<file path="config.mk">
export PLATFORM = sky130hd
export DESIGN_NAME = block_bwt_encoder_core
export DESIGN_NICKNAME = d
export VERILOG_FILES = /design/src/bwt_pkg.sv /design/src/bwt_ram.sv /design/src/bwt_rot_cmp.sv /design/src/block_bwt_encoder_core.sv
export SDC_FILE = /design/constraint.sdc
export NUM_CORES = 2
export LEC_CHECK = 0
export BUFFER_PORTS_ARGS = -buffer_cell sky130_fd_sc_hd__buf_2
export CAP_MARGIN = 15
export CELL_PAD_IN_SITES_DETAIL_PLACEMENT = 2
export CELL_PAD_IN_SITES_GLOBAL_PLACEMENT = 2
export CORE_ASPECT_RATIO = 2
export CORE_MARGIN = 1.5
export CORE_UTILIZATION = 50
export DETAILED_ROUTE_END_ITERATION = 12
export PLACE_DENSITY_LB_ADDON = 0.2
export SLEW_MARGIN = 20
export SYNTH_ARGS = -nofsm -noshare
export SYNTH_HDL_FRONTEND = slang
export SYNTH_SLANG_ARGS = --single-unit
</file>
<file path="constraint.sdc">
create_clock -name i_clk -period 13.6 [get_ports i_clk]
set_clock_uncertainty 0.05 [all_clocks]
set_input_delay 1.36 -clock i_clk [delete_from_list [all_inputs] [get_ports i_clk]]
set_output_delay 1.36 -clock i_clk [all_outputs]
set_load 0.02 [all_outputs]
</file>
<file path="src/bwt_pkg.sv">
// Shared types and constants for the block BWT encoder.
// Used by the rotation comparator and the top level; depends on nothing.
`default_nettype none
package bwt_pkg;

    // Maximum block length and derived widths
    localparam int MAX_BLOCK = 64;
    localparam int ADDR_W    = (MAX_BLOCK > 1) ? $clog2(MAX_BLOCK) : 1;
    localparam int CNT_W     = $clog2(MAX_BLOCK + 1);
    localparam int BYTE_W    = 8;

    // Sequencer states
    typedef enum logic [2:0] {
        S_IDLE,
        S_RD_PREV,
        S_CMP_GO,
        S_CMP,
        S_PLACE,
        S_EMIT
    } t_state;

    // Rotation compare request and response
    typedef struct packed {
        logic              start;
        logic [ADDR_W-1:0] a;
        logic [ADDR_W-1:0] b;
    } t_cmp_req;

    typedef struct packed {
        logic done;
        logic gt;
    } t_cmp_rsp;

    // Cyclic increment of a position inside a block of n bytes
    function automatic logic [ADDR_W-1:0] wrap_inc(
        input logic [ADDR_W-1:0] p,
        input logic [CNT_W-1:0]  n
    );
        logic [ADDR_W-1:0] res;
        if (CNT_W'(p) == n - CNT_W'(1)) begin
            res = '0;
        end else begin
            res = p + ADDR_W'(1);
        end
        return res;
    endfunction

endpackage
`default_nettype wire

</file>
<file path="src/bwt_ram.sv">
// Generic RAM: one write port, two read ports, registered read data.
// Stand-alone; no package needed.
`default_nettype none
module bwt_ram #(
    parameter int WIDTH = 8,
    parameter int DEPTH = 64,
    localparam int AW   = (DEPTH > 1) ? $clog2(DEPTH) : 1
) (
    input  wire logic             i_clk,
    input  wire logic             i_we,
    input  wire logic [AW-1:0]    i_waddr,
    input  wire logic [WIDTH-1:0] i_wdata,
    input  wire logic [AW-1:0]    i_raddr_a,
    input  wire logic [AW-1:0]    i_raddr_b,
    output logic      [WIDTH-1:0] o_rdata_a,
    output logic      [WIDTH-1:0] o_rdata_b
);

    logic [WIDTH-1:0] r_mem [DEPTH];

    // Write port and registered reads (read-before-write on collision)
    always_ff @(posedge i_clk) begin
        if (i_we) begin
            r_mem[i_waddr] <= i_wdata;
        end
        o_rdata_a <= r_mem[i_raddr_a];
        o_rdata_b <= r_mem[i_raddr_b];
    end

endmodule
`default_nettype wire

</file>
<file path="src/bwt_rot_cmp.sv">
// Rotation comparator: walks two cyclic rotations one byte a cycle.
// Depends on bwt_pkg; reads the block store through two read ports.
`default_nettype none
module bwt_rot_cmp (
    input  wire logic                                 i_clk,
    input  wire logic                                 i_rst_n,
    input  wire bwt_pkg::t_cmp_req                    i_req,
    input  wire logic [bwt_pkg::CNT_W-1:0]            i_n,
    input  wire logic [bwt_pkg::BYTE_W-1:0]           i_rdata_a,
    input  wire logic [bwt_pkg::BYTE_W-1:0]           i_rdata_b,
    output logic      [bwt_pkg::ADDR_W-1:0]           o_raddr_a,
    output logic      [bwt_pkg::ADDR_W-1:0]           o_raddr_b,
    output bwt_pkg::t_cmp_rsp                         o_rsp
);
    import bwt_pkg::*;

    logic              r_busy, n_busy;
    logic [ADDR_W-1:0] r_pa, n_pa;
    logic [ADDR_W-1:0] r_pb, n_pb;
    logic [ADDR_W-1:0] r_k, n_k;
    logic [ADDR_W-1:0] inc_a, inc_b;
    logic              differ, all_seen;

    // Read address: start positions on request, else the next byte pair
    always_comb begin
        inc_a     = wrap_inc(r_pa, i_n);
        inc_b     = wrap_inc(r_pb, i_n);
        o_raddr_a = i_req.start ? i_req.a : inc_a;
        o_raddr_b = i_req.start ? i_req.b : inc_b;
    end

    // Byte compare on the data read last cycle
    always_comb begin
        differ     = (i_rdata_a != i_rdata_b);
        all_seen   = (CNT_W'(r_k) == i_n - CNT_W'(1));
        o_rsp.done = r_busy && (differ || all_seen);
        o_rsp.gt   = differ && (i_rdata_a > i_rdata_b);
    end

    always_comb begin
        n_busy = r_busy;
        n_pa   = r_pa;
        n_pb   = r_pb;
        n_k    = r_k;
        if (i_req.start) begin
            n_busy = 1'b1;
            n_pa   = i_req.a;
            n_pb   = i_req.b;
            n_k    = '0;
        end else if (r_busy) begin
            if (o_rsp.done) begin
                n_busy = 1'b0;
            end else begin
                n_pa = inc_a;
                n_pb = inc_b;
                n_k  = r_k + ADDR_W'(1);
            end
        end
    end

    always_ff @(posedge i_clk) begin
        if (!i_rst_n) begin
            r_busy <= 1'b0;
        end else begin
            r_busy <= n_busy;
        end
        r_pa <= n_pa;
        r_pb <= n_pb;
        r_k  <= n_k;
    end

endmodule
`default_nettype wire

</file>
<file path="src/block_bwt_encoder_core.sv">
// Block BWT encoder top level: byte capture, insertion-sort sequencer, output run.
// Throughput: one byte a cycle while filling; busy from the closing byte to the end of the run.
// Sort: each rotation compare passes S_RD_PREV and S_CMP_GO, then walks 1..n byte pairs in S_CMP;
// a start that lands in slot zero is written in a further S_PLACE state.
// Run: n results one a cycle via stages e1 and e2; busy drops after the last beat.
// Synchronous active-low reset returns to idle with an empty block; no clearing pass.
`default_nettype none
module block_bwt_encoder_core (
    input  wire logic                          i_clk,
    input  wire logic                          i_rst_n,
    input  wire logic                          start,
    output logic                               busy,
    input  wire logic [bwt_pkg::BYTE_W-1:0]    i_data_byte,
    input  wire logic                          i_end_of_block,
    output logic                               o_valid,
    output logic      [bwt_pkg::BYTE_W-1:0]    o_out_byte,
    output logic                               o_out_last
);
    import bwt_pkg::*;

    t_state            r_state, n_state;
    logic [ADDR_W-1:0] r_fill, n_fill;
    logic [CNT_W-1:0]  r_n, n_n;
    logic [ADDR_W-1:0] r_i, n_i;
    logic [ADDR_W-1:0] r_j, n_j;
    logic [ADDR_W-1:0] r_prev, n_prev;
    logic [ADDR_W-1:0] r_idx, n_idx;
    logic              r_iss_done, n_iss_done;
    logic              r_e1_vld, n_e1_vld, r_e1_last, n_e1_last;
    logic              r_e2_vld, n_e2_vld, r_e2_last, n_e2_last;

    logic              accept, adv_i, issue;
    logic [ADDR_W-1:0] emit_pos;

    // Block store ports
    logic              b_we;
    logic [ADDR_W-1:0] b_waddr, b_raddr_a, b_raddr_b;
    logic [BYTE_W-1:0] b_wdata, b_rdata_a, b_rdata_b;
    // Sorted-start store ports
    logic              s_we;
    logic [ADDR_W-1:0] s_waddr, s_wdata, s_raddr_a, s_raddr_b, s_rdata_a, s_rdata_b;

    t_cmp_req          cmp_req;
    t_cmp_rsp          cmp_rsp;
    logic [ADDR_W-1:0] cmp_raddr_a, cmp_raddr_b;

    bwt_ram #(.WIDTH(BYTE_W), .DEPTH(MAX_BLOCK)) u_block_ram (
        .i_clk     (i_clk),
        .i_we      (b_we),
        .i_waddr   (b_waddr),
        .i_wdata   (b_wdata),
        .i_raddr_a (b_raddr_a),
        .i_raddr_b (b_raddr_b),
        .o_rdata_a (b_rdata_a),
        .o_rdata_b (b_rdata_b)
    );

    bwt_ram #(.WIDTH(ADDR_W), .DEPTH(MAX_BLOCK)) u_sort_ram (
        .i_clk     (i_clk),
        .i_we      (s_we),
        .i_waddr   (s_waddr),
        .i_wdata   (s_wdata),
        .i_raddr_a (s_raddr_a),
        .i_raddr_b (s_raddr_b),
        .o_rdata_a (s_rdata_a),
        .o_rdata_b (s_rdata_b)
    );

    bwt_rot_cmp u_cmp (
        .i_clk     (i_clk),
        .i_rst_n   (i_rst_n),
        .i_req     (cmp_req),
        .i_n       (r_n),
        .i_rdata_a (b_rdata_a),
        .i_rdata_b (b_rdata_b),
        .o_raddr_a (cmp_raddr_a),
        .o_raddr_b (cmp_raddr_b),
        .o_rsp     (cmp_rsp)
    );

    assign busy   = (r_state != S_IDLE);
    assign accept = start && !busy;

    // Output beat straight from the block store's registered read
    assign o_valid    = r_e2_vld;
    assign o_out_last = r_e2_last;
    assign o_out_byte = b_rdata_a;

    // Output pipeline: sorted start -> preceding position -> byte
    always_comb begin
        issue     = (r_state == S_EMIT) && !r_iss_done;
        s_raddr_b = r_idx;
        if (s_rdata_b == '0) begin
            emit_pos = ADDR_W'(r_n - CNT_W'(1));
        end else begin
            emit_pos = s_rdata_b - ADDR_W'(1);
        end
        b_raddr_a = (r_state == S_EMIT) ? emit_pos : cmp_raddr_a;
        b_raddr_b = cmp_raddr_b;
        n_e1_vld  = issue;
        n_e1_last = (CNT_W'(r_idx) == r_n - CNT_W'(1));
        n_e2_vld  = r_e1_vld;
        n_e2_last = r_e1_last;
    end

    // Sequencer: capture, insertion sort, run emission
    always_comb begin
        n_state    = r_state;
        n_fill     = r_fill;
        n_n        = r_n;
        n_i        = r_i;
        n_j        = r_j;
        n_prev     = r_prev;
        n_idx      = r_idx;
        n_iss_done = r_iss_done;
        b_we       = 1'b0;
        b_waddr    = r_fill;
        b_wdata    = i_data_byte;
        s_we       = 1'b0;
        s_waddr    = r_fill;
        s_wdata    = r_fill;
        s_raddr_a  = r_j - ADDR_W'(1);
        cmp_req    = '0;
        adv_i      = 1'b0;

        unique case (r_state)
            S_IDLE: begin
                if (accept) begin
                    // store byte and seed its start index
                    b_we = 1'b1;
                    s_we = 1'b1;
                    if (i_end_of_block || (CNT_W'(r_fill) == CNT_W'(MAX_BLOCK - 1))) begin
                        n_n    = CNT_W'(r_fill) + CNT_W'(1);
                        n_fill = '0;
                        if (r_fill == '0) begin
                            n_state    = S_EMIT;
                            n_idx      = '0;
                            n_iss_done = 1'b0;
                        end else begin
                            n_i     = ADDR_W'(1);
                            n_j     = ADDR_W'(1);
                            n_state = S_RD_PREV;
                        end
                    end else begin
                        n_fill = r_fill + ADDR_W'(1);
                    end
                end
            end
            S_RD_PREV: begin
                n_state = S_CMP_GO;
            end
            S_CMP_GO: begin
                n_prev        = s_rdata_a;
                cmp_req.start = 1'b1;
                cmp_req.a     = s_rdata_a;
                cmp_req.b     = r_i;
                n_state       = S_CMP;
            end
            S_CMP: begin
                if (cmp_rsp.done) begin
                    s_we    = 1'b1;
                    s_waddr = r_j;
                    if (cmp_rsp.gt) begin
                        // shift the larger start up one slot
                        s_wdata = r_prev;
                        n_j     = r_j - ADDR_W'(1);
                        n_state = (r_j == ADDR_W'(1)) ? S_PLACE : S_RD_PREV;
                    end else begin
                        s_wdata = r_i;
                        adv_i   = 1'b1;
                    end
                end
            end
            S_PLACE: begin
                s_we    = 1'b1;
                s_waddr = '0;
                s_wdata = r_i;
                adv_i   = 1'b1;
            end
            S_EMIT: begin
                if (issue) begin
                    if (n_e1_last) begin
                        n_iss_done = 1'b1;
                    end else begin
                        n_idx = r_idx + ADDR_W'(1);
                    end
                end
                if (r_e2_vld && r_e2_last) begin
                    n_state = S_IDLE;
                end
            end
            default: begin
                n_state = S_IDLE;
            end
        endcase

        // next insertion step, or start the run
        if (adv_i) begin
            if (CNT_W'(r_i) == r_n - CNT_W'(1)) begin
                n_state    = S_EMIT;
                n_idx      = '0;
                n_iss_done = 1'b0;
            end else begin
                n_i     = r_i + ADDR_W'(1);
                n_j     = r_i + ADDR_W'(1);
                n_state = S_RD_PREV;
            end
        end
    end

    always_ff @(posedge i_clk) begin
        if (!i_rst_n) begin
            r_state    <= S_IDLE;
            r_fill     <= '0;
            r_iss_done <= 1'b0;
            r_e1_vld   <= 1'b0;
            r_e2_vld   <= 1'b0;
        end else begin
            r_state    <= n_state;
            r_fill     <= n_fill;
            r_iss_done <= n_iss_done;
            r_e1_vld   <= n_e1_vld;
            r_e2_vld   <= n_e2_vld;
        end
        r_n       <= n_n;
        r_i       <= n_i;
        r_j       <= n_j;
        r_prev    <= n_prev;
        r_idx     <= n_idx;
        r_e1_last <= n_e1_last;
        r_e2_last <= n_e2_last;
    end

`ifndef SYNTHESIS
    // beats come only out of the run state
    a_valid_in_emit: assert property (@(posedge i_clk) disable iff (!i_rst_n)
        o_valid |-> (r_state == S_EMIT))
        else $error("output beat outside run state");

    // the final beat of a run releases the block
    a_last_frees: assert property (@(posedge i_clk) disable iff (!i_rst_n)
        (o_valid && o_out_last) |=> !busy)
        else $error("block still busy after final beat");

    // the insertion index never reads below slot zero
    a_j_nonzero: assert property (@(posedge i_clk) disable iff (!i_rst_n)
        (r_state == S_RD_PREV) |-> (r_j != '0))
        else $error("insertion index underflow");

    // a compare is only started when the sequencer launches one
    a_cmp_start: assert property (@(posedge i_clk) disable iff (!i_rst_n)
        cmp_req.start |=> (r_state == S_CMP))
        else $error("compare started outside sort");
`endif

endmodule
`default_nettype wire
</file>
After elaboration in Yosys (flattened, before gate mapping)
Memories as Yosys holds them, arrays and structs flattened. A register that Yosys moved wholly into a read port is not among the register bits.
Index checks and enable logic that the tools add are counted.
{ "word_totals": {"ff_bits": 64, "mem_bits_rw": 896, "in_bits": 12, "output_inout_bits": 11, "wordCells": 142, "n_memories": 2} }
{ "mem_list": {"columns": ["name", "words", "width", "rd", "rd_ports_with_merged_regs", "wr", "line", "rtl"], "rows": [
  ["u_block_ram.r_mem", 64, 8, 2, 2, 1, "bwt_ram.sv:19", "logic [WIDTH-1:0] r_mem [DEPTH];"],
  ["u_sort_ram.r_mem", 64, 6, 2, 2, 1, "bwt_ram.sv:19", null]
]} }
{ "classes": {"n_addsub": 10, "n_lt_le_gt_ge": 1, "eq_ne": 20, "n_mux": 73, "n_bitwise": 1, "reduce_logical": 19} }
{ "ops": {"columns": ["cell", "count"], "rows": [
  ["6-bit two-way mux", 36],
  ["6-bit case mux with 2 select lines", 4],
  ["6-bit by 1-bit adder with 6-bit output (second input constant)", 6],
  ["6-bit by 7-bit == test with 1-bit output", 5],
  ["3-bit two-way mux", 9],
  ["1-bit two-way mux", 19],
  ["3-bit case mux with 6 select lines", 1],
  ["13-bit two-way mux", 1],
  ["6-bit logical NOT", 2],
  ["3-bit != test (second input constant)", 4],
  ["6-bit by 1-bit subtractor with 6-bit output (second input constant)", 2],
  ["8-bit > comparator", 1],
  ["8-bit != test", 1],
  ["6-bit by 1-bit adder with 7-bit output (second input constant)", 1],
  ["7-bit by 1-bit subtractor with 7-bit output (second input constant)", 1],
  ["3-bit by 2-bit == test with 1-bit output (second input constant)", 2],
  ["3-bit == test (second input constant)", 2],
  ["6-bit by 1-bit == test with 1-bit output (second input constant)", 1],
  ["6-bit == test (second input constant)", 1],
  ["2-bit AND reduction", 3],
  ["6-bit AND reduction", 1],
  ["1-bit logical AND", 5],
  ["1-bit case mux with 2 select lines", 2],
  ["3-bit by 1-bit == test with 1-bit output (second input constant)", 1],
  ["other kinds (11)", 13]
]} }

Longest topological paths before layout
{ "logic_depth": {"word_depth": 8, "depth_mapped": 21} }

Hierarchy
A second synthesis with hierarchy kept.
{ "hier_totals": {"cells_unflattened": 2724, "area_unflattened_um2": 47380.4} }
{ "modules_own_cells": {"columns": ["module", "instances", "cells_per_inst", "area_per_inst_um2", "seq_area_each_um2"], "rows": [
  ["bwt_ram (u_block_ram)", 1, 1211, 24274.5, 15695.1],
  ["bwt_ram (u_sort_ram)", 1, 968, 18390.1, 11771.3],
  ["block_bwt_encoder_core", 1, 390, 3159.3, 1031.0],
  ["bwt_rot_cmp", 1, 155, 1556.5, 500.5]
]} }

Least setup slack after synthesis
No wires, ideal clock.
{ "synth_path": {"path_kind": "flip-flop to flip-flop", "startpoint": "register r_n[0]", "endpoint": "memory u_sort_ram.r_mem[0][0] (netlist bit) (data pin)", "setup_time_ns": 0.343, "arrival_time_ns": 4.024, "t_required_ns": 13.207, "path_slack_ns": 9.183, "path_stages_with_launch": 16, "period_less_slack_ns": 4.417, "path_cell_list": "edfxtp_1 -> buf_4 -> inv_1 -> ha_1 -> buf_2 -> or3b_1 -> buf_2 -> o31ai_1 -> nand2_1 -> nor4_1 -> a41oi_1 -> or2_2 -> o31ai_1 -> clkbuf_1 -> a222oi_1 -> inv_1"} }
{ "synth_via": {"elab_chain_len": 6} }
{ "synth_rtl": {"columns": ["item", "line", "rtl"], "rows": [
  ["from (decl)", "block_bwt_encoder_core.sv:23", "logic [CNT_W-1:0] r_n, n_n;"],
  ["from (signal assigned)", "block_bwt_encoder_core.sv:225", "r_n <= n_n;"],
  ["7-bit by 1-bit subtractor with 7-bit output", "bwt_rot_cmp.sv:35", "all_seen = (CNT_W'(r_k) == i_n - CNT_W'(1));"],
  ["6-bit by 7-bit == test with 1-bit output", "bwt_rot_cmp.sv:35", null],
  ["1-bit logical OR", "bwt_rot_cmp.sv:36", "o_rsp.done = r_busy && (differ || all_seen);"],
  ["1-bit logical AND", "bwt_rot_cmp.sv:36", null],
  ["6-bit two-way mux", "block_bwt_encoder_core.sv:160", "if (cmp_rsp.done) begin"],
  ["6-bit case mux with 2 select lines", "block_bwt_encoder_core.sv:126", "unique case (r_state)"],
  ["via s_wdata[0]", "block_bwt_encoder_core.sv:41", "logic [ADDR_W-1:0] s_waddr, s_wdata, s_raddr_a, s_raddr_b, s_rdata_a, s_rdata_b;"],
  ["to (decl)", "bwt_ram.sv:19", null]
]} }
The timed path passes the listed nets, and every way through them passes these cells.

Worst setup path in the final report
{ "layout_path": {"startpoint": "register r_n[0]", "endpoint": "register u_block_ram.o_rdata_b[1], read port of u_block_ram.r_mem"} }
{ "layout_via": {"elab_chain_len": 4} }
{ "layout_rtl": {"columns": ["item", "line", "rtl"], "rows": [
  ["7-bit by 1-bit subtractor with 7-bit output", "bwt_pkg.sv:40", "if (CNT_W'(p) == n - CNT_W'(1)) begin"],
  ["6-bit by 7-bit == test with 1-bit output", "bwt_pkg.sv:40", null],
  ["6-bit two-way mux", "bwt_pkg.sv:40", null],
  ["6-bit two-way mux", "bwt_rot_cmp.sv:29", "o_raddr_b = i_req.start ? i_req.b : inc_b;"],
  ["to (decl)", "bwt_ram.sv:16", "output logic [WIDTH-1:0] o_rdata_b"]
]} }
No other way between the ends.
A chain may end at the register's enable or synchronous reset.

==> results.sh <==
export IMPL_grt_antenna_before_repair=6
export IMPL_grt_pass1_wl_um=265000
export IMPL_path_max_fanout=91
export IMPL_synth_top_flop_cell="sky130_fd_sc_hd__edfxtp_1"
export IMPL_syn_cell_area_um2=47600
export IMPL_static_leakage_power_nw=16.8
export IMPL_max_freq_ghz=0.155
export IMPL_setup_viol=0
export IMPL_timing_critical_path_from_type="flip-flop"
export IMPL_grt_use_met2_pct=61.2
export IMPL_groute_layer_met3_usage_pct=6.30
export IMPL_vdd_drop_max_mv=0.147
export IMPL_netlist_top_cells_count="sky130_fd_sc_hd__edfxtp_1, sky130_fd_sc_hd__nand2_1, sky130_fd_sc_hd__mux4_2"
export IMPL_yosysWarnings=0
export IMPL_post_place_ws_ns=7.22
export IMPL_drt_first_iter_violations=4688
export IMPL_total_clock_buffers_created_by_cts=90
export IMPL_starting_density_of_the_core_pct=50.3
export IMPL_final_period_minus_worst_setup_slack_ns=6.47
export IMPL_synth_most_common_cell="sky130_fd_sc_hd__edfxtp_1"
export IMPL_hold_violations=0
export IMPL_antenna_left=0
export IMPL_post_cts_setup_buffers=0
export IMPL_tightestPinTransition_ns=1.20
export IMPL_filler_cell_count=8560
export IMPL_cts_repair_resize_count=0
export IMPL_syn_mean_instance_area_um2=13.4
export IMPL_min_path_type="reg2reg"
export IMPL_place_detailed_instances=4599
export IMPL_gr_total_overflow=0
export IMPL_grt_most_used_layer="met2"
export IMPL_synth_adder_area_share_pct=0.525
export IMPL_die_height_um=439
export IMPL_rsz0062_at_grt="no"
export IMPL_synth_compound_gate_area_share_pct=7.48
export IMPL_drc=0
export IMPL_timing_worst_setup_path_type="reg2reg"
export IMPL_place_detailed_hpwl_um=119000
export IMPL_num_rows=160
export IMPL_end_kind="flip-flop"
export IMPL_hold_slack_ns=0.281
export IMPL_vias=34500
export IMPL_gr_usage_met1_pct=50.2
export IMPL_max_slew_margin_rel_pct=19.5
export IMPL_detail_route_wirelength_um=183000
export IMPL_layout_nets=3508
export IMPL_globalplace_congestion=0.886
export IMPL_slew_viol_final=0
export IMPL_design_portCount=23
export IMPL_critical_path_top_delay_family="simple AND/OR/NAND/NOR gates"
export IMPL_crit_top_cell="sky130_fd_sc_hd__buf_4"
export IMPL_wl_per_cell_um=38.4
export IMPL_viasPerCell=7.24
export IMPL_clock_tree_from_tritoncts="built"
export IMPL_register_area_um2=29000
export IMPL_worstSkewPairLatency_ns=0.74
export IMPL_synth_edf_count=921
export IMPL_critPathSlowestCell="sky130_fd_sc_hd__a41o_4"
export IMPL_combinational_family_with_the_most_area_after_synthesis="multiplexers"
export IMPL_synth_async_reset_ratio_pct=0
export IMPL_syn2layout_area_growth_pct=8.72
export IMPL_die_area_um2=97200
export IMPL_synth_area_leaders="sky130_fd_sc_hd__edfxtp_1, sky130_fd_sc_hd__mux4_2, sky130_fd_sc_hd__nand2_1, sky130_fd_sc_hd__dfxtp_1, sky130_fd_sc_hd__mux2i_1"
export IMPL_clock_root_buffer="sky130_fd_sc_hd__clkbuf_16"
export IMPL_synthXorXnorAreaFrac_pct=1.23
export IMPL_post_synth_inst_count=3561
export IMPL_synth_largest_area_cell="sky130_fd_sc_hd__edfxtp_1"
export IMPL_netlist_cell_type_count=81
export IMPL_die_extent_in_x_um=221
export IMPL_syn_nets=3593
export IMPL_timing_final_ws_setup_ns=7.13
export IMPL_maxCapViolations=0
export IMPL_ctsHtreeMaxLevel=3
export IMPL_run_status="completed"
export IMPL_cp_cell_sequence="inv_1 -> ha_1 -> or3b_1 -> o31a_1 -> nor4b_1 -> a41o_4 -> inv_6 -> buf_4 -> buf_4 -> nand2_1 -> and3_1 -> a311oi_1 -> nor4_1 -> nand3_1 -> or4_1"
export IMPL_grt_total_usage_pct=37.9
export IMPL_drive_gt1_share_pct=16.0
export IMPL_power_density_nw_per_um2=189
export IMPL_ys_seq_elements=988
export IMPL_finish_utilization_pct=54.7
export IMPL_numPortBuffers=22
export IMPL_totalNegativeSetupSlack_ns=0
export IMPL_finalCritPeriodShare_pct=47.5
export IMPL_clk_pin_slew_worst_paths_ns=0.07
export IMPL_critical_path_n_buffers_inverters=4
export IMPL_clock_tree_buffer_depth=3
export IMPL_worstPathRequired_ns=14.16
export IMPL_muxShareOfSynthArea_pct=15.4
export IMPL_detailedRoute_firstPassIterationCount=6
export IMPL_synth_top_cell_area_share_pct=58.1
export IMPL_ctsHoldBuffers=0
export IMPL_max_stage_delay_ns=0.74
export IMPL_arrival_time_at_the_worst_endpoint_ns=7.02
export IMPL_multi_input_area_um2=17500
export IMPL_instances_no_fill=4771
export IMPL_synth_simple_gate_area_share_pct=11.9
export IMPL_synth_yosys_seq_area_share_pct=60.9
export IMPL_via_count_of_the_first_global_routing_pass=36100
export IMPL_clock_sinks=988
export IMPL_grt_max_degree=116
export IMPL_core_area_um2=94700
cell type report:
| cell class | count | area share [%] |
|---|---|---|
| antenna | 4 | 0.0193 |
| inverter | 34 | 0.271 |
| sequential | 988 | 56.0 |
| clock inverter | 55 | 1.10 |
| multi-input combinational | 2279 | 33.9 |
| clock buffer | 113 | 4.64 |
| tap | 1215 | 2.94 |
| timing repair buffer | 83 | 1.15 |
kinds of logic after synthesis:
family,count (synthesis)
xor gates and xnor gates,62
adders and majority gates,20
muxes,412
and+or+nand+nor,1284
buffers and inverters,294
AOI/OAI and AO/OA,501
DFF,988
worst paths after layout:
| check | from | end | slack [ns] | cells past startpoint |
|---|---|---|---|---|
| max | r_n[0] | u_block_ram.o_rdata_b[1] | 7.13 | 15 |
| min | n_e2_last | o_out_last | 0.28 | 0 |
| max reg2reg | r_n[0] | u_block_ram.o_rdata_b[1] | 7.13 | 15 |
| min reg2reg | n_e2_last | o_out_last | 0.28 | 0 |
flip-flops by register name (all words and copies together) (netlist names), 6 cells and up:
signal,flops
u_block_ram.r_mem,512
u_sort_ram.r_mem,384
u_block_ram.o_rdata_a,8
u_block_ram.o_rdata_b,8
r_n,7
b_waddr,6
r_i,6
r_idx,6
r_j,6
r_prev,6
u_cmp.r_k,6
u_cmp.r_pa,6
u_cmp.r_pb,6
u_sort_ram.o_rdata_a,6
u_sort_ram.o_rdata_b,6
stage by stage:
stage / cell area, um^2 / power [mW]
4_1_cts: 51700 / 9.74
2_1_floorplan: 47600 / 5.75
6_report: 51800 / 9.81
3_3_place_gp: 48700 / 6.92
3_5_place_dp: 48800 / 7.06
5_1_grt: 51800 / 10.0
where the power goes:
| part | switching [mW] | internal, mW |
|---|---|---|
| clock network | 1.22 | 1.45 |
| registers | 0.178 | 3.48 |
| logic | 2.25 | 1.22 |
metal layers:
metal	vias up	share of wire (%)
met5	-	0.014
met4	4	5.3
met3	499	8.9
met2	2169	48
met1	18300	38
li1	13600	-
placed cells by master, fill, tap and decap left out, drive strengths merged, types with 30 or more instances in the layout:
cell / Yosys / final
a311oi: 50 / 50
dfxtp: 67 / 67
edfxtp: 921 / 921
o21ai: 71 / 71
xnor2: 33 / 33
o221ai: 30 / 30
nor2: 197 / 197
clkbuf: 155 / 113
mux2: 41 / 41
a31oi: 37 / 37
mux2i: 118 / 118
mux4: 253 / 253
nor4: 50 / 50
a221oi: 33 / 33
nand2: 712 / 712
a21oi: 118 / 118
nand3: 127 / 127
buf: 105 / 82
clkinv: 0 / 39
and3: 65 / 65
inv: 34 / 30
(Power assumes the default switching activity.)
